[src/rtl/pyl_pkg.sv]
// Shared types for the Python-like lexer: token kinds, token and result
// records, the record passed from the scanner to the result queue, and the
// queue status record. No dependencies.
package pyl_pkg;

   typedef enum logic [3:0] {
      KIND_EOL      = 4'd0,
      KIND_PLUS     = 4'd1,
      KIND_MINUS    = 4'd2,
      KIND_MUL      = 4'd3,
      KIND_DIV      = 4'd4,
      KIND_ASSIGN   = 4'd5,
      KIND_LPAREN   = 4'd6,
      KIND_RPAREN   = 4'd7,
      KIND_KEYWORD  = 4'd8,
      KIND_IDENT    = 4'd9,
      KIND_INT      = 4'd10,
      KIND_DOUBLE   = 4'd11,
      KIND_STR_END  = 4'd12,
      KIND_STR_BYTE = 4'd13,
      KIND_EOF      = 4'd14,
      KIND_ERROR    = 4'd15
   } kind_type;

   typedef struct packed {
      kind_type   kind;
      logic [2:0] kw_index;
      logic [7:0] str_byte;
   } token_type;

   typedef struct packed {
      token_type tok;
      logic      last;
   } result_type;

   // Tokens produced by one accepted transaction, first in order first.
   typedef struct packed {
      logic [1:0] count;
      token_type  first;
      token_type  second;
   } scan_out_type;

   typedef struct packed {
      logic       valid;
      logic       ready;
      logic [1:0] fill;
   } queue_status_type;

endpackage

[src/rtl/pyl_if.sv]
// Handshake channels of the lexer: source bytes in, tokens out.
// No dependencies.
interface pyl_req_if;
   logic       valid;
   logic       ready;
   logic [7:0] char_byte;
   logic       end_of_input;

   modport source (output valid, output char_byte, output end_of_input, input ready);
   modport sink (input valid, input char_byte, input end_of_input, output ready);
endinterface

interface pyl_rsp_if;
   logic       valid;
   logic       ready;
   logic [3:0] token_kind;
   logic [2:0] keyword_index;
   logic [7:0] string_byte;
   logic       last_result;

   modport source (output valid, output token_kind, output keyword_index,
                   output string_byte, output last_result, input ready);
   modport sink (input valid, input token_kind, input keyword_index,
                 input string_byte, input last_result, output ready);
endinterface

[src/rtl/python_like_lexer_unit.sv]
// Lexer for a small Python-like language. One source byte or end mark is
// taken per clock cycle; each yields zero, one or two tokens, which are
// registered in the result queue before they reach the result channel. Tokens wait
// in a three-entry queue, and the input is held off while two or more
// tokens are waiting. A byte that produces two tokens (a terminator after
// an identifier or number, or an unknown string escape) therefore holds
// the input off for the following cycle even while the result side drains,
// and for longer while the result side stalls. The scanner state updates
// in the same cycle as the transaction, so bytes that produce at most one
// token flow at one per cycle while the result side takes one token per
// cycle.
// Depends on pyl_pkg, pyl_if, pyl_scan and pyl_rsp_queue.
module python_like_lexer_unit
   import pyl_pkg::*;
(
   input logic         clock,
   input logic         reset,
   pyl_req_if.sink     req_bus,
   pyl_rsp_if.source   rsp_bus
);

   logic             accept;
   logic             pop;
   scan_out_type     scan_out;
   result_type       head;
   queue_status_type q_status;

   assign accept = req_bus.valid & req_bus.ready;
   assign pop    = rsp_bus.valid & rsp_bus.ready;

   pyl_scan u_scan (
      .clock        (clock),
      .reset        (reset),
      .accept       (accept),
      .char_byte    (req_bus.char_byte),
      .end_of_input (req_bus.end_of_input),
      .scan_out     (scan_out)
   );

   pyl_rsp_queue u_queue (
      .clock  (clock),
      .reset  (reset),
      .push   (scan_out),
      .pop    (pop),
      .head   (head),
      .status (q_status)
   );

   assign req_bus.ready         = q_status.ready;
   assign rsp_bus.valid         = q_status.valid;
   assign rsp_bus.token_kind    = head.tok.kind;
   assign rsp_bus.keyword_index = head.tok.kw_index;
   assign rsp_bus.string_byte   = head.tok.str_byte;
   assign rsp_bus.last_result   = head.last;

`ifndef SYNTHESIS
   // The scanner never produces more than two tokens per transaction.
   assert property (@(posedge clock) disable iff (reset) scan_out.count != 2'd3)
      else $error("scanner reported three tokens");

   // A token that is not the last of its transaction has its partner queued.
   assert property (@(posedge clock) disable iff (reset)
                    rsp_bus.valid && !rsp_bus.last_result |-> q_status.fill >= 2'd2)
      else $error("first of a token pair queued without its partner");

   // Only string byte tokens carry a byte.
   assert property (@(posedge clock) disable iff (reset)
                    rsp_bus.valid && (head.tok.kind != KIND_STR_BYTE)
                    |-> rsp_bus.string_byte == 8'h00)
      else $error("string byte set on a token of another kind");

   // A transaction that yields no token cannot grow the queue.
   assert property (@(posedge clock) disable iff (reset)
                    accept && (scan_out.count == 2'd0) |=> q_status.fill <= $past(q_status.fill))
      else $error("queue grew without tokens");
`endif

endmodule

[src/rtl/pyl_scan.sv]
// Scanner of the lexer: holds the scanner state and decides, for each
// accepted byte or end mark, the next state and up to two tokens.
// Depends on pyl_pkg.
module pyl_scan
   import pyl_pkg::*;
(
   input  logic         clock,
   input  logic         reset,
   input  logic         accept,
   input  logic [7:0]   char_byte,
   input  logic         end_of_input,
   output scan_out_type scan_out
);

   typedef enum logic [17:0] {
      ST_START    = 18'd1,
      ST_LINECMT  = 18'd2,
      ST_OPEN1    = 18'd4,
      ST_OPEN2    = 18'd8,
      ST_BODY     = 18'd16,
      ST_CLOSE1   = 18'd32,
      ST_CLOSE2   = 18'd64,
      ST_IDENT    = 18'd128,
      ST_INT      = 18'd256,
      ST_POINT    = 18'd512,
      ST_FRAC     = 18'd1024,
      ST_EXP      = 18'd2048,
      ST_EXPSIGN  = 18'd4096,
      ST_EXPDIG   = 18'd8192,
      ST_STR      = 18'd16384,
      ST_ESC      = 18'd32768,
      ST_HEX1     = 18'd65536,
      ST_HEX2     = 18'd131072
   } state_type;

   localparam int KW_COUNT = 7;
   localparam logic [2:0] KW_LEN [KW_COUNT] = '{3'd3, 3'd4, 3'd2, 3'd4, 3'd4, 3'd6, 3'd5};
   localparam logic [7:0] KW_TEXT [KW_COUNT][8] = '{
      '{"d", "e", "f", 8'h00, 8'h00, 8'h00, 8'h00, 8'h00},
      '{"e", "l", "s", "e", 8'h00, 8'h00, 8'h00, 8'h00},
      '{"i", "f", 8'h00, 8'h00, 8'h00, 8'h00, 8'h00, 8'h00},
      '{"N", "o", "n", "e", 8'h00, 8'h00, 8'h00, 8'h00},
      '{"p", "a", "s", "s", 8'h00, 8'h00, 8'h00, 8'h00},
      '{"r", "e", "t", "u", "r", "n", 8'h00, 8'h00},
      '{"w", "h", "i", "l", "e", 8'h00, 8'h00, 8'h00}
   };

   localparam logic [7:0] CH_TAB        = 8'h09;
   localparam logic [7:0] CH_NEWLINE    = 8'h0A;
   localparam logic [7:0] CH_CR         = 8'h0D;
   localparam logic [7:0] CH_SPACE      = 8'h20;
   localparam logic [7:0] CH_DQUOTE     = 8'h22;
   localparam logic [7:0] CH_HASH       = 8'h23;
   localparam logic [7:0] CH_SQUOTE     = 8'h27;
   localparam logic [7:0] CH_LPAREN     = 8'h28;
   localparam logic [7:0] CH_RPAREN     = 8'h29;
   localparam logic [7:0] CH_STAR       = 8'h2A;
   localparam logic [7:0] CH_PLUS       = 8'h2B;
   localparam logic [7:0] CH_MINUS      = 8'h2D;
   localparam logic [7:0] CH_DOT        = 8'h2E;
   localparam logic [7:0] CH_SLASH      = 8'h2F;
   localparam logic [7:0] CH_EQUAL      = 8'h3D;
   localparam logic [7:0] CH_UPPER_E    = 8'h45;
   localparam logic [7:0] CH_BSLASH     = 8'h5C;
   localparam logic [7:0] CH_UNDERSCORE = 8'h5F;
   localparam logic [7:0] CH_LOWER_E    = 8'h65;
   localparam logic [7:0] CH_LOWER_N    = 8'h6E;
   localparam logic [7:0] CH_LOWER_T    = 8'h74;
   localparam logic [7:0] CH_LOWER_X    = 8'h78;
   localparam logic [7:0] MIN_PRINTABLE = 8'd32;

   function automatic logic is_digit(input logic [7:0] ch);
      return (ch >= "0") && (ch <= "9");
   endfunction

   function automatic logic is_alpha(input logic [7:0] ch);
      return ((ch >= "a") && (ch <= "z")) || ((ch >= "A") && (ch <= "Z"));
   endfunction

   // Valid flag in the top bit, nibble value below.
   function automatic logic [4:0] hex_value(input logic [7:0] ch);
      logic [7:0] diff;
      diff = 8'h00;
      if (is_digit(ch)) begin
         diff = ch - 8'h30;
         return {1'b1, diff[3:0]};
      end else if ((ch >= "a") && (ch <= "f")) begin
         diff = ch - 8'h57;
         return {1'b1, diff[3:0]};
      end else if ((ch >= "A") && (ch <= "F")) begin
         diff = ch - 8'h37;
         return {1'b1, diff[3:0]};
      end
      return 5'b0_0000;
   endfunction

   // Drops every keyword that no longer agrees with the identifier.
   function automatic logic [6:0] match_next(input logic [6:0] m, input logic [2:0] p,
                                             input logic [7:0] ch);
      logic [6:0] r;
      r = m;
      for (int k = 0; k < KW_COUNT; k++) begin
         if (m[k] && ((p >= KW_LEN[k]) || (KW_TEXT[k][p] != ch))) begin
            r[k] = 1'b0;
         end
      end
      return r;
   endfunction

   function automatic token_type make_token(input kind_type kind, input logic [7:0] sb);
      token_type t;
      t.kind     = kind;
      t.kw_index = 3'd0;
      t.str_byte = sb;
      return t;
   endfunction

   function automatic token_type ident_token(input logic [6:0] m, input logic [2:0] len);
      token_type t;
      logic      found;
      t     = make_token(KIND_IDENT, 8'h00);
      found = 1'b0;
      for (int k = 0; k < KW_COUNT; k++) begin
         if (!found && m[k] && (KW_LEN[k] == len)) begin
            found      = 1'b1;
            t.kind     = KIND_KEYWORD;
            t.kw_index = 3'(k);
         end
      end
      return t;
   endfunction

   state_type  state_ff, state_in;
   logic [6:0] match_ff, match_in;
   logic [2:0] len_ff, len_in;
   logic       zero_ff, zero_in;
   logic [1:0] digits_ff, digits_in;
   logic [3:0] hex_ff, hex_in;

   // Start-state decision for the current byte.
   state_type  fs_state;
   logic       fs_valid;
   token_type  fs_tok;
   logic       fs_ident;
   logic       fs_number;

   logic       take_fs;
   logic       pre_valid;
   token_type  pre_tok;
   logic       main_valid;
   token_type  main_tok;
   logic       c_digit;
   logic       c_word;
   logic       c_exp;
   logic [4:0] c_hex;
   logic [2:0] len_sat;
   token_type  number_tok;

   assign c_digit = is_digit(char_byte);
   assign c_word  = is_alpha(char_byte) || c_digit || (char_byte == CH_UNDERSCORE);
   assign c_exp   = (char_byte == CH_LOWER_E) || (char_byte == CH_UPPER_E);
   assign c_hex   = hex_value(char_byte);
   assign len_sat = (len_ff == 3'd7) ? len_ff : len_ff + 3'd1;

   always_comb begin
      fs_state  = ST_START;
      fs_valid  = 1'b0;
      fs_tok    = make_token(KIND_ERROR, 8'h00);
      fs_ident  = 1'b0;
      fs_number = 1'b0;
      if (end_of_input) begin
         fs_valid = 1'b1;
         fs_tok   = make_token(KIND_EOF, 8'h00);
      end else if (char_byte == CH_NEWLINE) begin
         fs_valid = 1'b1;
         fs_tok   = make_token(KIND_EOL, 8'h00);
      end else if (char_byte == CH_HASH) begin
         fs_state = ST_LINECMT;
      end else if (char_byte == CH_DQUOTE) begin
         fs_state = ST_OPEN1;
      end else if (char_byte == CH_SQUOTE) begin
         fs_state = ST_STR;
      end else if (is_alpha(char_byte) || (char_byte == CH_UNDERSCORE)) begin
         fs_state = ST_IDENT;
         fs_ident = 1'b1;
      end else if (c_digit) begin
         fs_state  = ST_INT;
         fs_number = 1'b1;
      end else if (char_byte == CH_LPAREN) begin
         fs_valid = 1'b1;
         fs_tok   = make_token(KIND_LPAREN, 8'h00);
      end else if (char_byte == CH_RPAREN) begin
         fs_valid = 1'b1;
         fs_tok   = make_token(KIND_RPAREN, 8'h00);
      end else if (char_byte == CH_EQUAL) begin
         fs_valid = 1'b1;
         fs_tok   = make_token(KIND_ASSIGN, 8'h00);
      end else if (char_byte == CH_PLUS) begin
         fs_valid = 1'b1;
         fs_tok   = make_token(KIND_PLUS, 8'h00);
      end else if (char_byte == CH_MINUS) begin
         fs_valid = 1'b1;
         fs_tok   = make_token(KIND_MINUS, 8'h00);
      end else if (char_byte == CH_STAR) begin
         fs_valid = 1'b1;
         fs_tok   = make_token(KIND_MUL, 8'h00);
      end else if (char_byte == CH_SLASH) begin
         fs_valid = 1'b1;
         fs_tok   = make_token(KIND_DIV, 8'h00);
      end else if ((char_byte == CH_SPACE) ||
                   ((char_byte >= CH_TAB) && (char_byte <= CH_CR))) begin
         fs_valid = 1'b0;
      end else begin
         fs_valid = 1'b1;
      end
   end

   always_comb begin
      state_in   = state_ff;
      match_in   = match_ff;
      len_in     = len_ff;
      zero_in    = zero_ff;
      digits_in  = digits_ff;
      hex_in     = hex_ff;
      take_fs    = 1'b0;
      pre_valid  = 1'b0;
      pre_tok    = make_token(KIND_ERROR, 8'h00);
      main_valid = 1'b0;
      main_tok   = make_token(KIND_ERROR, 8'h00);
      // A number with a leading zero and a second integer digit is an error.
      number_tok = make_token((zero_ff && (digits_ff >= 2'd2)) ? KIND_ERROR :
                              (state_ff == ST_INT) ? KIND_INT : KIND_DOUBLE, 8'h00);

      unique case (state_ff)
         ST_LINECMT: begin
            if (end_of_input || (char_byte == CH_NEWLINE)) begin
               take_fs = 1'b1;
            end
         end
         ST_OPEN1, ST_OPEN2: begin
            if (!end_of_input && (char_byte == CH_DQUOTE)) begin
               state_in = (state_ff == ST_OPEN1) ? ST_OPEN2 : ST_BODY;
            end else begin
               main_valid = 1'b1;
               state_in   = ST_START;
            end
         end
         ST_BODY: begin
            if (end_of_input) begin
               main_valid = 1'b1;
               state_in   = ST_START;
            end else if (char_byte == CH_DQUOTE) begin
               state_in = ST_CLOSE1;
            end
         end
         ST_CLOSE1: begin
            if (end_of_input) begin
               main_valid = 1'b1;
               state_in   = ST_START;
            end else begin
               state_in = (char_byte == CH_DQUOTE) ? ST_CLOSE2 : ST_BODY;
            end
         end
         ST_CLOSE2: begin
            if (end_of_input) begin
               main_valid = 1'b1;
               state_in   = ST_START;
            end else begin
               state_in = (char_byte == CH_DQUOTE) ? ST_START : ST_BODY;
            end
         end
         ST_IDENT: begin
            if (!end_of_input && c_word) begin
               match_in = match_next(match_ff, len_ff, char_byte);
               len_in   = len_sat;
            end else begin
               pre_valid = 1'b1;
               pre_tok   = ident_token(match_ff, len_ff);
               take_fs   = 1'b1;
            end
         end
         ST_INT: begin
            if (!end_of_input && c_digit) begin
               digits_in = (digits_ff < 2'd2) ? digits_ff + 2'd1 : digits_ff;
            end else if (!end_of_input && (char_byte == CH_DOT)) begin
               state_in = ST_POINT;
            end else if (!end_of_input && c_exp) begin
               state_in = ST_EXP;
            end else begin
               pre_valid = 1'b1;
               pre_tok   = number_tok;
               take_fs   = 1'b1;
            end
         end
         ST_POINT: begin
            if (!end_of_input && c_digit) begin
               state_in = ST_FRAC;
            end else begin
               main_valid = 1'b1;
               state_in   = ST_START;
            end
         end
         ST_FRAC: begin
            if (!end_of_input && c_digit) begin
               state_in = ST_FRAC;
            end else if (!end_of_input && c_exp) begin
               state_in = ST_EXP;
            end else begin
               pre_valid = 1'b1;
               pre_tok   = number_tok;
               take_fs   = 1'b1;
            end
         end
         ST_EXP: begin
            if (!end_of_input && c_digit) begin
               state_in = ST_EXPDIG;
            end else if (!end_of_input &&
                         ((char_byte == CH_PLUS) || (char_byte == CH_MINUS))) begin
               state_in = ST_EXPSIGN;
            end else begin
               main_valid = 1'b1;
               state_in   = ST_START;
            end
         end
         ST_EXPSIGN: begin
            if (!end_of_input && c_digit) begin
               state_in = ST_EXPDIG;
            end else begin
               main_valid = 1'b1;
               state_in   = ST_START;
            end
         end
         ST_EXPDIG: begin
            if (end_of_input || !c_digit) begin
               pre_valid = 1'b1;
               pre_tok   = number_tok;
               take_fs   = 1'b1;
            end
         end
         ST_STR: begin
            if (end_of_input || (char_byte < MIN_PRINTABLE)) begin
               main_valid = 1'b1;
               state_in   = ST_START;
            end else if (char_byte == CH_SQUOTE) begin
               main_valid = 1'b1;
               main_tok   = make_token(KIND_STR_END, 8'h00);
               state_in   = ST_START;
            end else if (char_byte == CH_BSLASH) begin
               state_in = ST_ESC;
            end else begin
               main_valid = 1'b1;
               main_tok   = make_token(KIND_STR_BYTE, char_byte);
            end
         end
         ST_ESC: begin
            if (end_of_input || (char_byte < MIN_PRINTABLE)) begin
               main_valid = 1'b1;
               state_in   = ST_START;
            end else begin
               state_in = ST_STR;
               if ((char_byte == CH_BSLASH) || (char_byte == CH_SQUOTE) ||
                   (char_byte == CH_DQUOTE)) begin
                  main_valid = 1'b1;
                  main_tok   = make_token(KIND_STR_BYTE, char_byte);
               end else if (char_byte == CH_LOWER_N) begin
                  main_valid = 1'b1;
                  main_tok   = make_token(KIND_STR_BYTE, CH_NEWLINE);
               end else if (char_byte == CH_LOWER_T) begin
                  main_valid = 1'b1;
                  main_tok   = make_token(KIND_STR_BYTE, CH_TAB);
               end else if (char_byte == CH_LOWER_X) begin
                  state_in = ST_HEX1;
               end else begin
                  // An unknown escape keeps both the backslash and the byte.
                  pre_valid  = 1'b1;
                  pre_tok    = make_token(KIND_STR_BYTE, CH_BSLASH);
                  main_valid = 1'b1;
                  main_tok   = make_token(KIND_STR_BYTE, char_byte);
               end
            end
         end
         ST_HEX1: begin
            if (end_of_input || !c_hex[4]) begin
               main_valid = 1'b1;
               state_in   = ST_START;
            end else begin
               hex_in   = c_hex[3:0];
               state_in = ST_HEX2;
            end
         end
         ST_HEX2: begin
            if (end_of_input || !c_hex[4]) begin
               main_valid = 1'b1;
               state_in   = ST_START;
            end else begin
               main_valid = 1'b1;
               main_tok   = make_token(KIND_STR_BYTE, {hex_ff, c_hex[3:0]});
               state_in   = ST_STR;
            end
         end
         default: begin
            take_fs = 1'b1;
         end
      endcase

      // The byte that ends an identifier, a number or a comment, or any byte in the
      // start state, is lexed from the start state.
      if (take_fs) begin
         state_in   = fs_state;
         main_valid = fs_valid;
         main_tok   = fs_tok;
         if (fs_ident) begin
            match_in = match_next(7'h7F, 3'd0, char_byte);
            len_in   = 3'd1;
         end
         if (fs_number) begin
            zero_in   = (char_byte == "0");
            digits_in = 2'd1;
         end
      end
   end

   always_comb begin
      scan_out.count  = accept ? ({1'b0, pre_valid} + {1'b0, main_valid}) : 2'd0;
      scan_out.first  = pre_valid ? pre_tok : main_tok;
      scan_out.second = main_tok;
   end

   always_ff @(posedge clock) begin
      if (reset) begin
         state_ff  <= ST_START;
         match_ff  <= 7'h7F;
         len_ff    <= 3'd0;
         zero_ff   <= 1'b0;
         digits_ff <= 2'd0;
         hex_ff    <= 4'd0;
      end else if (accept) begin
         state_ff  <= state_in;
         match_ff  <= match_in;
         len_ff    <= len_in;
         zero_ff   <= zero_in;
         digits_ff <= digits_in;
         hex_ff    <= hex_in;
      end
   end

endmodule

[src/rtl/pyl_rsp_queue.sv]
// Three-entry result queue of the lexer: takes up to two tokens per
// transaction and presents them one at a time. Depends on pyl_pkg.
module pyl_rsp_queue
   import pyl_pkg::*;
(
   input  logic             clock,
   input  logic             reset,
   input  scan_out_type     push,
   input  logic             pop,
   output result_type       head,
   output queue_status_type status
);

   localparam int DEPTH = 3;

   result_type q_ff [DEPTH];
   result_type q_in [DEPTH];
   logic [1:0] fill_ff, fill_in;
   logic [1:0] base;
   result_type first_entry;
   result_type second_entry;

   assign first_entry  = '{tok: push.first, last: (push.count == 2'd1)};
   assign second_entry = '{tok: push.second, last: 1'b1};
   assign base         = fill_ff - {1'b0, pop};
   assign fill_in      = base + push.count;

   always_comb begin
      for (int i = 0; i < DEPTH; i++) begin
         q_in[i] = q_ff[i];
      end
      for (int i = 0; i < DEPTH - 1; i++) begin
         if (pop) begin
            q_in[i] = q_ff[i + 1];
         end
      end
      // New tokens land right behind whatever is still waiting.
      for (int i = 0; i < DEPTH; i++) begin
         if ((push.count != 2'd0) && (2'(i) == base)) begin
            q_in[i] = first_entry;
         end
         if ((push.count == 2'd2) && (2'(i) == base + 2'd1)) begin
            q_in[i] = second_entry;
         end
      end
   end

   always_ff @(posedge clock) begin
      for (int i = 0; i < DEPTH; i++) begin
         q_ff[i] <= q_in[i];
      end
   end

   always_ff @(posedge clock) begin
      if (reset) begin
         fill_ff <= 2'd0;
      end else begin
         fill_ff <= fill_in;
      end
   end

   assign head         = q_ff[0];
   assign status.valid = (fill_ff != 2'd0);
   assign status.ready = (fill_ff <= 2'd1);
   assign status.fill  = fill_ff;

endmodule
[src/flat_wrapper.sv]
// flat-port wrapper written by rule: the top's interface ports become plain ports
module python_like_lexer_unit_flat import pyl_pkg::*;
  (clock, reset, req_bus_valid, req_bus_char_byte, req_bus_end_of_input, req_bus_ready, rsp_bus_valid, rsp_bus_token_kind, rsp_bus_keyword_index, rsp_bus_string_byte, rsp_bus_last_result, rsp_bus_ready);
  pyl_req_if req_bus_i ();
  pyl_rsp_if rsp_bus_i ();
  input logic clock;
  input logic reset;
  input wire logic [$bits(req_bus_i.valid)-1:0] req_bus_valid;
  input wire logic [$bits(req_bus_i.char_byte)-1:0] req_bus_char_byte;
  input wire logic [$bits(req_bus_i.end_of_input)-1:0] req_bus_end_of_input;
  output wire logic [$bits(req_bus_i.ready)-1:0] req_bus_ready;
  output wire logic [$bits(rsp_bus_i.valid)-1:0] rsp_bus_valid;
  output wire logic [$bits(rsp_bus_i.token_kind)-1:0] rsp_bus_token_kind;
  output wire logic [$bits(rsp_bus_i.keyword_index)-1:0] rsp_bus_keyword_index;
  output wire logic [$bits(rsp_bus_i.string_byte)-1:0] rsp_bus_string_byte;
  output wire logic [$bits(rsp_bus_i.last_result)-1:0] rsp_bus_last_result;
  input wire logic [$bits(rsp_bus_i.ready)-1:0] rsp_bus_ready;
  assign req_bus_i.valid = req_bus_valid;
  assign req_bus_i.char_byte = req_bus_char_byte;
  assign req_bus_i.end_of_input = req_bus_end_of_input;
  assign req_bus_ready = req_bus_i.ready;
  assign rsp_bus_valid = rsp_bus_i.valid;
  assign rsp_bus_token_kind = rsp_bus_i.token_kind;
  assign rsp_bus_keyword_index = rsp_bus_i.keyword_index;
  assign rsp_bus_string_byte = rsp_bus_i.string_byte;
  assign rsp_bus_last_result = rsp_bus_i.last_result;
  assign rsp_bus_i.ready = rsp_bus_ready;
  python_like_lexer_unit u_core (.clock(clock), .reset(reset), .req_bus(req_bus_i), .rsp_bus(rsp_bus_i));
endmodule
[config.mk]
export PLATFORM = sky130hd
export DESIGN_NAME = python_like_lexer_unit_flat
export DESIGN_NICKNAME = d
export VERILOG_FILES = /design/src/rtl/pyl_pkg.sv /design/src/rtl/pyl_if.sv /design/src/rtl/python_like_lexer_unit.sv /design/src/rtl/pyl_scan.sv /design/src/rtl/pyl_rsp_queue.sv /design/src/flat_wrapper.sv
export SDC_FILE = /design/constraint.sdc
export NUM_CORES = 1
export LEC_CHECK = 0
export BUFFER_PORTS_ARGS = -buffer_cell sky130_fd_sc_hd__buf_2
export CAP_MARGIN = 0
export CORE_MARGIN = 10
export CORE_UTILIZATION = 55
export DETAILED_ROUTE_END_ITERATION = 6
export PLACE_DENSITY = 0.84
export SLEW_MARGIN = 20
export SYNTH_ARGS = -nofsm -noshare
export SYNTH_HDL_FRONTEND = slang
export SYNTH_SLANG_ARGS = --single-unit
[constraint.sdc]
create_clock -name clock -period 6.45 [get_ports clock]
set_input_delay 1.29 -clock clock [delete_from_list [all_inputs] [get_ports clock]]
set_output_delay 1.29 -clock clock [all_outputs]
set_load 0.02 [all_outputs]
==> results.sh, run 1 <==
export IMPL_area_growth_pct=5.18
export IMPL_holdBufCountCts=0
export IMPL_max_slew_margin_rel=0.404
export IMPL_rsz0062_at_grt="false"
export IMPL_ant_nets=0
export IMPL_rr_endpoint="u_core.u_queue.q_ff[0][8]"
export IMPL_ys_seq_area_frac=0.310
export IMPL_wl_um=19100
export IMPL_final_common_cell="nand2_1"
export IMPL_cap_viol_max_count=0
export IMPL_hp_start="u_core.u_queue.q_ff[0][42]"
export IMPL_hold_depth=2
export IMPL_route_detailed_drc=0
export IMPL_diodes=0
export IMPL_gr_total_overflow=0
export IMPL_tritoncts="built"
export IMPL_path_class="in -> reg"
export IMPL_die_x_um=130
export IMPL_cellPowerDensity_nw_per_um2=273
export IMPL_dpl_hpwl_um=14100
export IMPL_grt_use_total=0.227
export IMPL_nets=838
export IMPL_fin_util=0.587
export IMPL_cp_data_required_time_ns=6.45
export IMPL_clockBufferDepth=2
export IMPL_period_needed_ns=5.51
export IMPL_cts_buffers=9
export IMPL_first_global_vias=5846
export IMPL_max_clock_freq_mhz=182
export IMPL_syn_nets=861
export IMPL_synthesis_area_um2=6650
export IMPL_grt_pass1_wl_um=30600
export IMPL_cp_max_fo=17
export IMPL_die_h_um=130
export IMPL_hold_viol=0
export IMPL_design_core_area_um2=11900
export IMPL_dp_cells=944
export IMPL_ctsResizeCount=0
export IMPL_dr_pass1_iters=6
export IMPL_tightest_slew_ns=0.883
export IMPL_ys_flop_type="dfxtp_1"
export IMPL_finalNonFillerCells=960
export IMPL_ys_ff_latch=85
export IMPL_status="complete, no violations"
export IMPL_grt_max_degree=40
export IMPL_antenna_found_initial=0
export IMPL_final_layout_size_suffix_gt1_frac=0.103
export IMPL_die_area_um2=16900
export IMPL_insertion_delay_ns=0.36
export IMPL_io_pins=31
export IMPL_yosys_warnings=0
export IMPL_vias=6373
export IMPL_post_cts_setup_buffers=0
export IMPL_peakVddDrop_mv=0.124
export IMPL_synthCells=831
export IMPL_tns_ns=0
export IMPL_fin_skew_ns=0.0101
export IMPL_routed_via_density=6.64
export IMPL_start_util=0.558
export IMPL_io_buffers=30
export IMPL_rr_worst_depth=12
export IMPL_wl_per_cell_um=19.9
export IMPL_clkTransAtPathRegs_ns=0.06
export IMPL_power_leakage_uw=0.00244
export IMPL_synth_edf_count=36
export IMPL_ctsHtreeMaxLevel=3
export IMPL_finalCritPeriodShare=0.854
export IMPL_rr_startpoint="u_core.u_scan.state_ff[8]"
export IMPL_async_reset_ff_frac=0
export IMPL_rrSetupSlack_ns=1.91
export IMPL_slew_violations=0
export IMPL_layout_common_cells="98 x nand2_1, 80 x nor2_1, 53 x o21ai_0"
export IMPL_gp_congestion=0.978
export IMPL_drt_iter0_drc=996
export IMPL_start_kind="input port"
export IMPL_clkSinkCount=85
export IMPL_hold_class="reg -> reg"
export IMPL_arrival_ns=5.51
export IMPL_yosysUniqueCellTypes=93
export IMPL_cts_root_buffer="clkbuf_16"
export IMPL_worst_hold_slack_ns=0.469
export IMPL_timing_critical_path_to_type="register"
export IMPL_worstHoldEndpoint="u_core.u_queue.q_ff[0][42]"
export IMPL_setup_violations=0
export IMPL_syn_area_per_cell_um2=8.00
export IMPL_fp_row_count=40
==> how the worst max path moves through the flow <==
stage,start,endpoint,slack [ns]
after floorplan,req_bus_char_byte[0],u_core.u_queue.q_ff[0][12],1.26
after global placement,req_bus_char_byte[0],u_core.u_queue.q_ff[0][1],0.88
after detailed placement,req_bus_char_byte[1],u_core.u_queue.q_ff[0][1],0.76
after CTS,req_bus_char_byte[1],u_core.u_queue.q_ff[0][2],1.10
after global routing,req_bus_char_byte[0],u_core.u_queue.q_ff[0][1],0.50
final,req_bus_char_byte[1],u_core.u_queue.q_ff[0][8],0.94
==> through the flow <==
step / worst slack (ns) / power (uW) / instance area (um2)
4_1_cts: 1.10 / 1910 / 6990
3_3_place_gp: 0.883 / 1330 / 6660
5_1_grt: 0.497 / 2010 / 6990
2_1_floorplan: 1.26 / 1240 / 6650
6_report: 0.943 / 1910 / 6990
3_5_place_dp: 0.756 / 1340 / 6660
==> layout make-up <==
class	instances	area, um2
Clock buffer	11	246
Clock inverter	5	82.6
Fill cell	1079	4920
Inverter	28	108
Multi-Input combinational cell	648	4110
Sequential cell	85	2060
Tap cell	147	184
Timing Repair Buffer	36	195
==> cell families (layout without fill, tap and decap cells) <==
kind of cell | Yosys count | in the layout | share of synthesized area
simple gates | 359 | 359 | 0.294
mux | 8 | 8 | 0.0122
flops | 85 | 85 | 0.310
buf+inv | 98 | 80 | 0.0710
compound gates | 234 | 234 | 0.241
xor+xnor | 30 | 30 | 0.0395
fa+ha+maj | 17 | 17 | 0.0320
==> flip-flops by register name, summed over array words and instances (netlist names) <==
signal	cells
u_core.u_scan.digits_ff	2
u_core.u_scan.len_ff	3
u_core.u_queue.q_ff	48
u_core.u_scan.hex_ff	4
u_core.u_queue.fill_ff	2
u_core.u_scan.state_ff	18
u_core.u_scan.match_ff	7
u_core.u_scan.zero_ff	1
==> critical path: stages <==
cell,delay [ns]
buf_2,0.23
inv_1,0.24
ha_1,0.38
o21bai_1,0.12
a21oi_1,0.54
a32oi_1,0.30
a22o_1,0.30
nor3_1,0.22
nand3_1,0.16
ha_1,0.34
o21ai_0,0.35
nor3_1,0.09
buf_4,0.19
nor2_1,0.36
nand2_1,0.38
==> report_power, final <==
group          total, uW  internal, uW  switching [uW]
logic                586           196             389
clock network        573           355             218
registers            751           712            39.5
==> synthesized netlist by cell type, types with 5 or more instances <==
cell type   n  area [um2]
a211o_1     8        70.1
a211oi_1   13        97.6
a21oi_1    52         260
a221o_1     5        50.1
a22o_1      6        52.6
a31oi_1     9        56.3
and2_1     11        68.8
and3_1     14        87.6
buf_1       5        18.8
buf_2      12        60.1
buf_4      17         128
clkbuf_1   33         124
dfxtp_1    49         981
edfxtp_1   36        1080
ha_1       17         213
inv_1      23        86.3
mux2i_1     7        70.1
nand2_1    98         368
nand2b_1   10        62.6
nand3_1    24         120
nand3b_1    8        60.1
nand4_1     8        50.1
nor2_1     80         300
nor2b_1    13        81.3
nor3_1     22         110
nor4_1     18         113
nor4b_1     5        43.8
o21ai_0    53         265
o21ai_1     8        40.0
o22ai_1    13        81.3
or3_1       9        56.3
or4_1       6        45.0
xnor2_1    20         175
xor2_1     10        87.6
==> metal layers <==
layer  part of all wire  track usage  routed length, um
met1               0.42        0.289               7970
met2               0.46        0.366               8850
met3              0.089       0.0487               1700
met4              0.032       0.0946                611
met5                  0            0                  0
(Power assumes the default switching activity.)
==> run 2: changes to the inputs <==
--- a/config.mk
+++ b/config.mk
@@ -5,12 +5,13 @@
 export SDC_FILE = /design/constraint.sdc
 export NUM_CORES = 1
 export LEC_CHECK = 0
+export ABC_AREA = 1
 export BUFFER_PORTS_ARGS = -buffer_cell sky130_fd_sc_hd__buf_2
 export CAP_MARGIN = 0
 export CORE_MARGIN = 10
 export CORE_UTILIZATION = 55
 export DETAILED_ROUTE_END_ITERATION = 6
-export PLACE_DENSITY = 0.84
+export PLACE_DENSITY = 0.83
 export SLEW_MARGIN = 20
 export SYNTH_ARGS = -nofsm -noshare
 export SYNTH_HDL_FRONTEND = slang
==> results.sh, run 2 <==
export IMPL_path_buf_inv=6
export IMPL_tightest_slew_ns=0.809
export IMPL_power_uw=2440
export IMPL_cts_buffers=9
export IMPL_cp_data_required_time_ns=6.45
export IMPL_hold_depth=2
export IMPL_insertion_delay_ns=0.36
export IMPL_ys_seq_area_frac=0.273
export IMPL_gr_total_overflow=0
export IMPL_ys_ff_latch=85
export IMPL_p_sw_uw=1090
export IMPL_cap_viol_max_count=0
export IMPL_max_clock_freq_mhz=193
export IMPL_fin_skew_ns=0.00793
export IMPL_final_layout_size_suffix_gt1_frac=0.115
export IMPL_place_ws_ns=0.982
export IMPL_ys_flop_type="dfxtp_1"
export IMPL_clkSinkCount=85
export IMPL_route_detailed_drc=0
export IMPL_cp_max_fo=24
export IMPL_peakVddDrop_mv=0.154
export IMPL_clkTransAtPathRegs_ns=0.07
export IMPL_cp_startpoint="req_bus_char_byte[0]"
export IMPL_hold_class="reg -> reg"
export IMPL_setup_violations=0
export IMPL_io_pins=31
export IMPL_io_buffers=30
export IMPL_diodes=0
export IMPL_grt_use_total=0.245
export IMPL_power_frac_clock=0.217
export IMPL_yosysMostFrequentCell="nand2_1"
export IMPL_power_leakage_uw=0.00357
export IMPL_clockBufferDepth=2
export IMPL_area_growth_pct=5.19
export IMPL_place_area_um2=7630
export IMPL_top_register="u_core.u_queue.q_ff"
export IMPL_tns_ns=0
export IMPL_layout_common_cells="274 x nand2_1, 192 x nor2_1, 132 x inv_1"
export IMPL_ctsHtreeMaxLevel=3
export IMPL_grt_max_degree=25
export IMPL_die_area_um2=18800
export IMPL_grt_pass1_wl_um=37000
export IMPL_n_fill_cell=1297
export IMPL_drt_iter0_drc=1295
export IMPL_crit_top_cell="nor2_1"
export IMPL_antenna_found_initial=0
export IMPL_seqPwrFrac=0.339
export IMPL_path_delay_family="simple AND/OR/NAND/NOR gates"
export IMPL_rr_worst_depth=20
export IMPL_synth_edf_count=36
export IMPL_postLayoutCellArea_um2=7940
export IMPL_dr_pass1_iters=6
export IMPL_async_reset_ff_frac=0
export IMPL_arrival_ns=5.18
export IMPL_start_util=0.565
export IMPL_crit_chain="buf_2 -> inv_1 -> ha_1 -> nand3_1 -> nor2_1 -> nand2_2 -> nand3_1 -> nand2_1 -> nand2_1 -> nand2_1 -> a21oi_2 -> nand3_4 -> nand2_1 -> nand2_1 -> ha_1 -> inv_1 -> nor2_1 -> nor2_1 -> nor2_1 -> buf_4 -> nor2_1 -> inv_1 -> nor2_1 -> inv_1"
export IMPL_period_needed_ns=5.18
export IMPL_tritoncts="built"
export IMPL_combPwrFrac=0.444
export IMPL_start_kind="input port"
export IMPL_vias=8012
export IMPL_synthesis_area_um2=7540
export IMPL_status="complete, no violations"
export IMPL_synth_top_area_cell="edfxtp_1"
export IMPL_synth_top_area_frac=0.143
export IMPL_first_global_vias=7264
export IMPL_synth_area_leaders="edfxtp_1 14%, nand2_1 14%, dfxtp_1 13%"
export IMPL_synth_common_cells="274 x nand2_1, 192 x nor2_1, 132 x inv_1"
export IMPL_finalCritPeriodShare=0.803
export IMPL_hold_viol=0
export IMPL_routed_via_density=5.81
export IMPL_cellPowerDensity_nw_per_um2=308
export IMPL_holdBufCountCts=0
export IMPL_syn_area_per_cell_um2=6.27
export IMPL_reg_largest_list="u_core.u_queue.q_ff: 48 flops, u_core.u_scan.state_ff: 18 flops, u_core.u_scan.match_ff: 7 flops"
export IMPL_post_cts_setup_buffers=0
export IMPL_rr_endpoint="u_core.u_queue.q_ff[0][29]"
export IMPL_slew_violations=0
export IMPL_cts_root_buffer="clkbuf_16"
export IMPL_rr_startpoint="u_core.u_scan.state_ff[5]"
export IMPL_hp_start="u_core.u_queue.q_ff[0][16]"
export IMPL_wl_um=22700
export IMPL_final_common_cell="nand2_1"
export IMPL_slowest_delay_ns=0.39
export IMPL_path_class="in -> reg"
export IMPL_synthCells=1204
export IMPL_max_slew_margin_rel=0.460
export IMPL_nets=1229
export IMPL_worstHoldEndpoint="u_core.u_queue.q_ff[0][16]"
export IMPL_ctsResizeCount=0
export IMPL_wl_per_cell_um=16.5
export IMPL_ant_nets=0
export IMPL_rsz0062_at_grt="false"
export IMPL_fp_row_count=42
export IMPL_rrSetupSlack_ns=1.83
export IMPL_syn_nets=1234
export IMPL_yosys_warnings=0
export IMPL_yosysUniqueCellTypes=58
export IMPL_design_core_area_um2=13300
export IMPL_intPower_uw=1360
export IMPL_die_h_um=137
export IMPL_setup_ws_ns=1.27
export IMPL_timing_critical_path_to_type="register"
export IMPL_dpl_hpwl_um=17500
export IMPL_gp_congestion=1.03
export IMPL_switching_share=0.445
export IMPL_largest_reg_flops=48
export IMPL_die_x_um=137
export IMPL_crit_slowest_cell="inv_1"
-- run 2: worst min-delay path, delay by kind of cell (launching register included) --
family	cells	cell delay [ns]
buf+inv	1	0.05
compound gates	1	0.05
flops	1	0.32
-- run 2: final cells by class --
class / count / area (um2) / area share
sequential: 85 / 2060 / 0.260
clock inverter: 7 / 76.3 / 0.00962
multi-input combinational: 916 / 4590 / 0.579
clock buffer: 9 / 225 / 0.0284
inverter: 152 / 573 / 0.0722
tap: 176 / 220 / 0.0278
timing repair buffer: 35 / 188 / 0.0237
-- run 2: power groups by stage --
stage / logic (uW) / registers [uW] / clock network (uW)
final: 1080 / 828 / 529
after floorplan: 897 / 821 / 0
after CTS: 1080 / 828 / 533
after global routing: 1220 / 843 / 557
after global placement: 1060 / 835 / 0
after detailed placement: 1070 / 838 / 0
-- run 2: kinds of logic (layout without fill, tap and decap cells) --
group	after synthesis	in the layout	share of synthesized area
xor gates and xnor gates	11	11	0.0128
buffers and inverters	203	203	0.118
adders and majority gates	17	17	0.0282
DFF	85	85	0.273
AOI/OAI and AO/OA	185	185	0.142
and+or+nand+nor	703	703	0.426
-- run 2: through the flow --
step | hold slack (ns) | instances | utilization
6_report | 0.460 | 1380 | 0.594
3_5_place_dp | 0.445 | 1364 | 0.572
2_1_floorplan | 0.426 | 1204 | -
5_1_grt | 0.479 | 1380 | 0.594
3_3_place_gp | 0.446 | 1364 | 0.572
4_1_cts | 0.456 | 1380 | 0.594
-- run 2: layer usage --
metal  wire, um  up-vias  GRT usage
li1           -     3933          -
met1       9870     3592      0.338
met2       9790      416      0.365
met3       2240       71     0.0462
met4        815        0      0.101
met5          0        -          0
-- run 2: how the worst max path moves through the flow --
| stage | depth (start not counted) | slack [ns] | to |
|---|---|---|---|
| finish | 24 | 1.27 | u_core.u_queue.q_ff[0][29] |
| global route | 24 | 0.96 | u_core.u_queue.q_ff[0][40] |
| CTS | 24 | 1.35 | u_core.u_queue.q_ff[0][29] |
| detailed placement | 24 | 0.98 | u_core.u_queue.q_ff[0][29] |
| global placement | 24 | 1.03 | u_core.u_queue.q_ff[0][28] |
| floorplan | 24 | 1.64 | u_core.u_queue.q_ff[0][33] |
==> run 3: changes to the inputs <==
--- a/config.mk
+++ b/config.mk
@@ -11,7 +11,7 @@
 export CORE_MARGIN = 10
 export CORE_UTILIZATION = 55
 export DETAILED_ROUTE_END_ITERATION = 6
-export PLACE_DENSITY = 0.83
+export PLACE_DENSITY = 0.86
 export SLEW_MARGIN = 20
 export SYNTH_ARGS = -nofsm -noshare
 export SYNTH_HDL_FRONTEND = slang
==> constraint.sdc (replaced) <==
create_clock -name clock -period 4.4 [get_ports clock]
set_input_delay 0.88 -clock clock [delete_from_list [all_inputs] [get_ports clock]]
set_output_delay 0.88 -clock clock [all_outputs]
set_load 0.02 [all_outputs]
==> results.sh, run 3 (synthesis gave the netlist of run 2 again) <==
export IMPL_design_core_area_um2=13300
export IMPL_die_x_um=137
export IMPL_arrival_ns=4.28
export IMPL_fin_skew_ns=0.00829
export IMPL_rr_startpoint="u_core.u_scan.state_ff[4]"
export IMPL_n_fill_cell=1220
export IMPL_rr_endpoint="u_core.u_queue.q_ff[0][30]"
export IMPL_io_buffers=30
export IMPL_area_growth_pct=10.1
export IMPL_final_common_cell="nand2_1"
export IMPL_final_layout_size_suffix_gt1_frac=0.153
export IMPL_die_h_um=137
export IMPL_hold_viol=0
export IMPL_wl_per_cell_um=17.1
export IMPL_reg_largest_list="u_core.u_queue.q_ff: 48 flops, u_core.u_scan.state_ff: 18 flops, u_core.u_scan.match_ff: 7 flops"
export IMPL_cellPowerDensity_nw_per_um2=450
export IMPL_multiInputGateArea_um2=4610
export IMPL_rr_worst_depth=18
export IMPL_wl_um=24300
export IMPL_ant_nets=0
export IMPL_endpoint="u_core.u_queue.q_ff[0][30]"
export IMPL_place_ws_ns=-0.198
export IMPL_nets=1272
export IMPL_max_slew_margin_rel=0.532
export IMPL_setup_violations=0
export IMPL_holdBufCountCts=0
export IMPL_fin_util=0.622
export IMPL_cp_max_fo=15
export IMPL_dr_pass1_iters=6
export IMPL_power_leakage_uw=0.00378
export IMPL_fp_row_count=42
export IMPL_first_global_vias=7699
export IMPL_seq_area_um2=2060
export IMPL_dpl_hpwl_um=18200
export IMPL_setup_ws_ns=0.238
export IMPL_antenna_found_initial=1
export IMPL_clkTransAtPathRegs_ns=0.07
export IMPL_postLayoutCellArea_um2=8310
export IMPL_slew_violations=0
export IMPL_tritoncts="built"
export IMPL_path_class="in -> reg"
export IMPL_timing_critical_path_to_type="register"
export IMPL_vias=8418
export IMPL_grt_max_degree=23
export IMPL_drt_iter0_drc=1117
export IMPL_gp_congestion=1.04
export IMPL_insertion_delay_ns=0.36
export IMPL_rrSetupSlack_ns=0.44
export IMPL_tightest_slew_ns=0.701
export IMPL_cp_data_required_time_ns=4.52
export IMPL_period_needed_ns=4.16
export IMPL_cts_root_buffer="clkbuf_16"
export IMPL_clockBufferDepth=2
export IMPL_gr_total_overflow=0
export IMPL_peakVddDrop_mv=0.271
export IMPL_clkSinkCount=85
export IMPL_layout_common_cells="273 x nand2_1, 190 x nor2_1, 128 x inv_1"
export IMPL_max_clock_freq_mhz=240
export IMPL_io_pins=31
export IMPL_status="complete, no violations"
export IMPL_start_util=0.565
export IMPL_start_kind="input port"
export IMPL_largest_reg_flops=48
export IMPL_cts_buffers=9
export IMPL_grt_use_total=0.253
export IMPL_grt_pass1_wl_um=38500
export IMPL_ctsHtreeMaxLevel=3
export IMPL_hold_class="reg -> reg"
export IMPL_routed_via_density=5.91
export IMPL_top_register="u_core.u_queue.q_ff"
export IMPL_cp_startpoint="req_bus_char_byte[1]"
export IMPL_worst_hold_slack_ns=0.470
export IMPL_route_detailed_drc=0
export IMPL_cap_viol_max_count=0
export IMPL_finalCritPeriodShare=0.946
export IMPL_place_area_um2=7910
export IMPL_die_area_um2=18800
-- run 3: cell count changes in the layout (fill, tap and decap cells not counted), sizes merged --
| cell | before | now |
|---|---|---|
| buf | 35 | 78 |
| clkbuf | 9 | 10 |
| clkinv | 7 | 3 |
| clkinvlp | 0 | 3 |
| diode | 0 | 1 |
-- run 3: where the power goes --
group	switching, uW	internal [uW]
Combinational	1180	542
Clock	370	434
Sequential	105	1110
Total	1660	2080
-- run 3: how the worst min path moves through the flow --
stage / slack, ns / end / startpoint / cells after the start
2_1_floorplan: 0.43 / u_core.u_queue.q_ff[0][16] / u_core.u_queue.q_ff[0][16] / 2
3_3_place_gp: 0.44 / u_core.u_queue.q_ff[0][16] / u_core.u_queue.q_ff[0][16] / 2
3_5_place_dp: 0.45 / u_core.u_queue.q_ff[0][16] / u_core.u_queue.q_ff[0][16] / 2
4_1_cts: 0.46 / u_core.u_queue.q_ff[0][16] / u_core.u_queue.q_ff[0][16] / 2
5_1_grt: 0.50 / u_core.u_scan.hex_ff[3] / u_core.u_scan.hex_ff[3] / 2
6_report: 0.47 / u_core.u_scan.zero_ff / u_core.u_scan.zero_ff / 2
-- run 3: what timing repair did --
action	in CTS	in global routing
endpoints found under the setup margin	0	48
setup buffers	0	6
resized for setup	0	10
-- run 3: critical path: stages --
cell	delay (ns)
buf_2	0.17
inv_2	0.11
ha_1	0.27
inv_1	0.08
nor2_1	0.16
nand2_1	0.12
a21oi_1	0.24
o21bai_1	0.09
nand2_1	0.08
nand3_1	0.08
a311oi_1	0.21
nand2_1	0.15
ha_1	0.32
inv_1	0.06
nor2_1	0.05
nor2_1	0.29
nor2_1	0.14
nor2_1	0.11
inv_1	0.07
nor2_1	0.25
clkinvlp_4	0.19
buf_12	0.18
-- run 3: layer usage --
metal	track usage	vias up	share of wire
li1	-	4014	-
met1	0.331	3767	0.42
met2	0.394	546	0.43
met3	0.0495	91	0.10
met4	0.119	0	0.042
met5	0	-	0
-- run 3: cell type report --
| type | count | area share |
|---|---|---|
| clock buffers | 10 | 0.0301 |
| inverters | 152 | 0.0699 |
| multi-input cells | 916 | 0.555 |
| repair buffers | 78 | 0.0630 |
| clock inverters | 6 | 0.00708 |
| flip-flops and latches | 85 | 0.248 |
| diodes | 1 | 0.000301 |
| well taps | 176 | 0.0265 |
-- run 3: through the flow --
step	instances	total power, uW	TNS (ns)
after floorplan	1204	2520	0
after global placement	1401	2830	0
after detailed placement	1401	2860	-3.71
after CTS	1417	3660	0
after global routing	1424	3960	-1.30
final	1424	3740	0
